==> config.mk <==
export PLATFORM = sky130hd
export DESIGN_NAME = btpc_back
export DESIGN_NICKNAME = d
export VERILOG_FILES = /design/src/rtl/core/btpc_pkg.sv /design/src/rtl/core/btpc_back.sv
export SDC_FILE = /design/constraint.sdc
export NUM_CORES = 2
export LEC_CHECK = 0
export BUFFER_PORTS_ARGS = -buffer_cell sky130_fd_sc_hd__buf_2
export CORE_MARGIN = 4
export CORE_UTILIZATION = 60
export DETAILED_ROUTE_END_ITERATION = 10
export GPL_ROUTABILITY_DRIVEN = 1
export PLACE_DENSITY = 0.8
export SYNTH_ARGS = -nofsm -noshare
export SYNTH_HDL_FRONTEND = slang
export SYNTH_SLANG_ARGS = --single-unit
==> constraint.sdc <==
create_clock -name clock -period 17 [get_ports clock]
set_input_delay 0 -clock clock [delete_from_list [all_inputs] [get_ports clock]]
set_output_delay 0 -clock clock [all_outputs]
set_load 0.01 [all_outputs]
==> src/rtl/core/btpc_pkg.sv <==
// Shared types and constants for the barometer compensation pipeline.
// No dependencies.
`timescale 1ns / 1ps
package btpc_pkg;

   localparam int RawW = 20;
   localparam int CentiW = 16;
   localparam int FineW = 32;
   localparam int PressW = 20;
   localparam int Word32 = 32;
   localparam int DivStages = 32;

   localparam logic [1:0] CSR_TEMP = 2'd0;
   localparam logic [1:0] CSR_PLOW = 2'd1;
   localparam logic [1:0] CSR_PMID = 2'd2;
   localparam logic [1:0] CSR_PLAST = 2'd3;

   localparam logic signed [31:0] PressOffset = 32'sd64000;
   localparam logic signed [31:0] CentiRound = 32'sd128;
   localparam logic [31:0] PressBase = 32'd1048576;
   localparam logic [31:0] PressScale = 32'd3125;
   localparam logic [31:0] SplitPoint = 32'h8000_0000;
   localparam logic signed [31:0] Half = 32'sd32768;
   localparam logic signed [31:0] PressMax = 32'sd1048575;

   typedef struct packed {
      logic [15:0]        t1;
      logic signed [15:0] t2;
      logic signed [15:0] t3;
      logic [15:0]        p1;
      logic signed [15:0] p2;
      logic signed [15:0] p3;
      logic signed [15:0] p4;
      logic signed [15:0] p5;
      logic signed [15:0] p6;
      logic signed [15:0] p7;
      logic signed [15:0] p8;
      logic signed [15:0] p9;
   } coeff_type;

   // Word that travels from the front datapath into the divider.
   typedef struct packed {
      logic signed [CentiW-1:0] tc;
      logic signed [FineW-1:0]  tf;
      logic [31:0]              dividend;
      logic [31:0]              divisor;
      logic                     split;
      logic                     fault;
   } div_req_type;

   typedef struct packed {
      logic signed [CentiW-1:0] tc;
      logic signed [FineW-1:0]  tf;
      logic [31:0]              quot;
      logic                     split;
      logic                     fault;
   } div_rsp_type;

endpackage

==> src/rtl/core/btpc_back.sv <==
// Back datapath: split fixup, second-order pressure correction and saturation.
// Depends on btpc_pkg.
`timescale 1ns / 1ps
module btpc_back (
   input  logic                   clock,
   input  logic                   reset,
   input  logic                   adv,
   input  logic                   in_valid,
   input  btpc_pkg::div_rsp_type  in_word,
   input  btpc_pkg::coeff_type    cf,
   output logic                   out_valid,
   output logic signed [15:0]     tc,
   output logic signed [31:0]     tf,
   output logic [19:0]            pa,
   output logic                   fault
);
   import btpc_pkg::*;

   logic [2:0] vld_ff;
   // stage A: final quotient, square
   logic [31:0] a_p_ff, a_p_in, a_pp_ff, a_pp_in;
   div_rsp_type a_s_ff, b_s_ff, c_s_ff;
   // stage B: coefficient products
   logic signed [31:0] b_m9_ff, b_m9_in, b_m8_ff, b_m8_in;
   logic [31:0] b_p_ff;
   // stage C: sum and clamp
   logic [19:0] c_pa_ff, c_pa_in;

   logic [31:0] q;
   logic signed [31:0] pr, corr;

   always_comb begin
      q = in_word.quot;
      a_p_in = in_word.split ? {q[30:0], 1'b0} : q;
      a_pp_in = 32'({3'd0, a_p_in[31:3]} * {3'd0, a_p_in[31:3]});
      b_m9_in = 32'(32'(cf.p9) * signed'({13'd0, a_pp_ff[31:13]}));
      b_m8_in = 32'(signed'({2'd0, a_p_ff[31:2]}) * 32'(cf.p8));
      corr = ((b_m9_ff >>> 12) + (b_m8_ff >>> 13) + 32'(cf.p7)) >>> 4;
      pr = signed'(b_p_ff) + corr;
      if (b_s_ff.fault) c_pa_in = '0;
      else if (pr < 0) c_pa_in = '0;
      else if (pr > PressMax) c_pa_in = 20'hfffff;
      else c_pa_in = pr[19:0];
   end

   always_ff @(posedge clock) begin
      if (reset) begin
         vld_ff <= '0;
      end else if (adv) begin
         vld_ff <= {vld_ff[1:0], in_valid};
      end
      if (adv) begin
         a_p_ff <= a_p_in; a_pp_ff <= a_pp_in; a_s_ff <= in_word;
         b_m9_ff <= b_m9_in; b_m8_ff <= b_m8_in; b_p_ff <= a_p_ff; b_s_ff <= a_s_ff;
         c_pa_ff <= b_s_ff.fault ? '0 : c_pa_in; c_s_ff <= b_s_ff;
      end
   end

   assign out_valid = vld_ff[2];
   assign tc = c_s_ff.tc;
   assign tf = c_s_ff.tf;
   assign pa = c_pa_ff;
   assign fault = c_s_ff.fault;
endmodule

* Word-level counts from Yosys, hierarchy flattened *
Cells that the tools add are included.

word-level totals
  logic and storage cells = 28
  flip-flop bits (word level) = 330

operators by class
  magnitude comparators = 2
  add/sub/neg operators = 3
  mux-type cells = 2
  reductions and logical operators = 1
  $mul = 3

operators with widths
  operator              number
  $add 32x18->32        1
  $gt 32x21->1 const B  1
  $lt 32x1->1 const B   1
  $mul 16x20->32        1
  $mul 29x29->32        1
  $mul 31x16->32        1
  $mux 32               1
  $add 21x16->22        1
  $add 20x19->21        1
  $mux 20               1
  $reduce_or 2->1       1

* Logic depth before layout (Yosys ltp) *
  word-level depth = 5
  mapped depth = 32
  mapped depth without buffers = 29

* Worst setup path after synthesis *
Ideal clock, no wire load.

  path kind = in2reg
  from = input port in_word[1] (netlist bit)
  to = register a_pp_ff[31] (data pin)
  stages = 28
  setup time = 0.260 ns
  setup slack = 8.782 ns
  arrival = 7.959 ns
  buffers on the path = 3
  cells stage by stage = buf_2 buf_1 mux2i_1 clkbuf_1 nor2_1 fa_1 fa_1 fa_1 inv_1 fa_1 inv_1 fa_1 inv_1 fa_1 inv_1 fa_1 fa_1 ha_1 a21o_1 a21o_1 a211o_1 a21o_1 a211oi_2 o31ai_1 a211oi_1 a21oi_1 a21oi_1 xnor2_1

between the ends
  word-level cells in the longest chain between the ends = 2

ends and longest elaborated chain
  what                  RTL line         RTL
  start, declared       btpc_back.sv:9   input btpc_pkg::div_rsp_type in_word,
  $mux 32               btpc_back.sv:34  a_p_in = in_word.split ? {q[30:0], 1'b0} : q;
  $mul 29x29->32        btpc_back.sv:35  a_pp_in = 32'({3'd0, a_p_in[31:3]} * {3'd0, a_p_in[31:3]});
  via a_pp_in[31]       btpc_back.sv:21  logic [31:0] a_p_ff, a_p_in, a_pp_ff, a_pp_in;
  end signal, assigned  btpc_back.sv:53  a_p_ff <= a_p_in; a_pp_ff <= a_pp_in; a_s_ff <= in_word;
  end, declared         btpc_back.sv:21

The timed path passes the listed nets, and every way through them passes these cells.
A chain may end at the register's enable or synchronous reset.

* Worst setup path after layout *
Same ends and word-level chain as after synthesis.

==> reports/results.ini <==
[die]
rows = 100
die_w_um = 282
initial_utilization = 0.606
fp.dieH_um = 282
ios = 348
coreArea_mm2 = 0.0744
die-area_mm2 = 0.0797

[clock_network]
path_clk_slew_ns = 0.06
numCtsBuffers = 31
tritoncts = done
cts-resized-gates = 0
postCtsSetupBuffers = 0
cts.sinks = 292
cts-htree-levels = 1
ctsHoldBuffers = 62
clockRootBuffer = clkbuf_16
cts_buffer_depth = 3
insertion_delay_ns = 0.57

[detailed_routing]
wl_per_cell_um = 19.1
drt_iter0_drc = 2284
wl_mm = 108
drt_first_pass_iters = 8
ant_nets = 0
drc_errors = 0
vias = 31000
viasPerCell = 5.50

[worst_setup_path]
start_kind = primary input
worstPathRequired_ns = 17.30
critPathBufInv = 6
cpLargestDelayFamily = adder cells
cp_max_fo = 33
critPathArrivalTime_ns = 9.09
critPathKind = primary input to register
crit_path_start = in_word[1]
cpMostUsedCell = fa_1
end_kind = register
r2r_start = a_p_ff[12]
max_stage_delay_ns = 0.80
critPathSlowestCell = buf_2

[grt]
grt_pass1_wl_mm = 174
track_usage = 0.281
antenna_found_initial = 9
grt-ovfl-total = 0
grt_start_max_net_pins = 168
grt_pass1_vias = 34100

[timing]
setup-tns-final_ns = 0
finalMaxSlewViolations = 0
whs_ns = -0.0161
fin_skew_ns = 0.0131
finalHoldViolCount = 4
setup_viol = 0
worst_pin_slew_ns = 1.14
period_share = 0.517
fin_crit_ns = 8.80
rsz0062_at_grt = false
relSlewSlack = 0.241
max_freq_mhz = 114

[status]
violations = hold timing
status = finished, violations left

[synthesis]
ys_seq_elements = 292
synth_edf_count = 289
ys_top_cells_by_area = fa_1 (41%), edfxtp_1 (19%), ha_1 (10%)
synth.avg_cell_area_um2 = 10.1
ys_top_cells_by_count = inv_1 (1154), fa_1 (922), nand2_1 (597), ha_1 (363), edfxtp_1 (289)
yosysTopAreaCellShare = 0.409
synth_area_mm2 = 0.0451
yosysWarnings = 0
postSynthCellCount = 4459
async_reset_ff_frac = 0
synth_most_common_cell = inv_1
yosys.area.top_type = fa_1
seq_area_frac_synth = 0.194
synth_ff_type = edfxtp_1
yosys.cell_types.count = 65
syn_nets = 6022

[placed_design]
hpwl_mm = 82.4
numPortBuffers = 203
gp_congestion = 0.891
dpl_cell_area_mm2 = 0.0471

[cells_and_area]
seq_area_mm2 = 0.00874
syn2layout_area_growth_pct = 8.20
drive_gt1_frac = 0.0716
fin_area_mm2 = 0.0488
nets = 6206
multi_input_area_mm2 = 0.0315
nFillCells = 5558

[flow_run]
max_cap_viol_count = 0

[hold_path]
worstHoldStart = adv
min_path_type = primary input to register

-- worst register-to-register path, stage by stage (launching register included) --
cell and delay (ns):
edfxtp_1 0.91, nand2_1 0.19, fa_1 0.56, inv_1 0.06, fa_1 0.46, fa_1 0.52, fa_1 0.56, inv_1 0.06
fa_1 0.48, inv_1 0.07, fa_1 0.47, ha_1 0.32, a2111oi_0 0.51, o32ai_1 0.17, or3_1 0.54, o31ai_1 0.31
a31oi_1 0.24, o211ai_1 0.42, a21oi_1 0.18, a211oi_1 0.29, xnor2_1 0.14
-- path summary, 6_finish.rpt --
path	endpoint	slack, ns	cells after the start
max	a_pp_ff[31]	8.20	27
min	tf[3]	-0.02	1
max reg2reg	b_m8_ff[31]	9.26	20
min reg2reg	b_s_ff[75]	0.41	0
-- through the flow --
step / util / setup WS [ns] / hold WS (ns) / cells
after global placement: 0.633 / 7.87 / 0.177 / 5517
after floorplan: - / 8.78 / 0.0724 / 4459
after detailed placement: 0.633 / 7.70 / 0.178 / 5517
after global routing: 0.656 / 7.87 / 0.0479 / 5639
final: 0.656 / 8.20 / -0.0161 / 5642
after CTS: 0.656 / 8.26 / 0.0516 / 5636
-- sequential cells by signal, indices dropped and copies added, names as in the netlist --
register and flops:
a_s_ff 49, b_s_ff 49, a_p_ff 32, b_p_ff 32, tf 32, b_m9_ff 20
pa 20, a_pp_ff 19, b_m8_ff 19, tc 16, vld_ff 3, fault 1
-- kinds of logic after synthesis --
logic type               share of synthesized area
AND/OR/NAND/NOR                              0.118
buffers and inverters                        0.109
AO/OA/AOI/OAI                               0.0375
XOR/XNOR                                    0.0235
flip-flops                                   0.194
adder cells (fa/ha/maj)                      0.509
multiplexers                               0.00829
-- cell type report --
| class | count | share of cell area |
|---|---|---|
| antenna | 6 | 0.000307 |
| tap | 969 | 0.0248 |
| clock inverter | 23 | 0.00663 |
| multi-input combinational | 2856 | 0.644 |
| inverter | 1162 | 0.0893 |
| sequential | 292 | 0.179 |
| clock buffer | 34 | 0.0163 |
| timing repair buffer | 300 | 0.0393 |
-- layer usage --
layer / track usage / wire [um] / up-vias / part of all wire
met1: 0.353 / 39700 / 15600 / 0.37
met5: 0 / 38 / - / 0.00035
li1: - / - / 13700 / -
met2: 0.484 / 52700 / 1461 / 0.49
met3: 0.0524 / 10100 / 341 / 0.094
met4: 0.113 / 5190 / 6 / 0.048
-- cell usage in the layout, fill, tap and decap left out, types with 9 or more instances in the layout --
| cell type | count |
|---|---|
| ha_1 | 363 |
| fa_1 | 922 |
| edfxtp_1 | 289 |
| a211oi_2 | 22 |
| buf_2 | 202 |
| inv_1 | 1154 |
| nand2_1 | 597 |
| and2_1 | 227 |
| clkinv_1 | 9 |
| nor2b_1 | 10 |
| nand4_1 | 9 |
| o21a_1 | 15 |
| mux2i_1 | 33 |
| buf_4 | 34 |
| nor3_1 | 28 |
| nand3_1 | 24 |
| clkbuf_16 | 31 |
| dlygate4sd3_1 | 62 |
| a21oi_1 | 74 |
| a31oi_1 | 10 |
| o21ai_0 | 29 |
| nor2_1 | 204 |
| xor2_1 | 25 |
| a21o_1 | 21 |
| nand2b_1 | 42 |
| xnor2_1 | 95 |
| a211oi_1 | 10 |
Power is not shown: default switching activity piles up to over one toggle a cycle in this logic, so the estimate is an artifact.
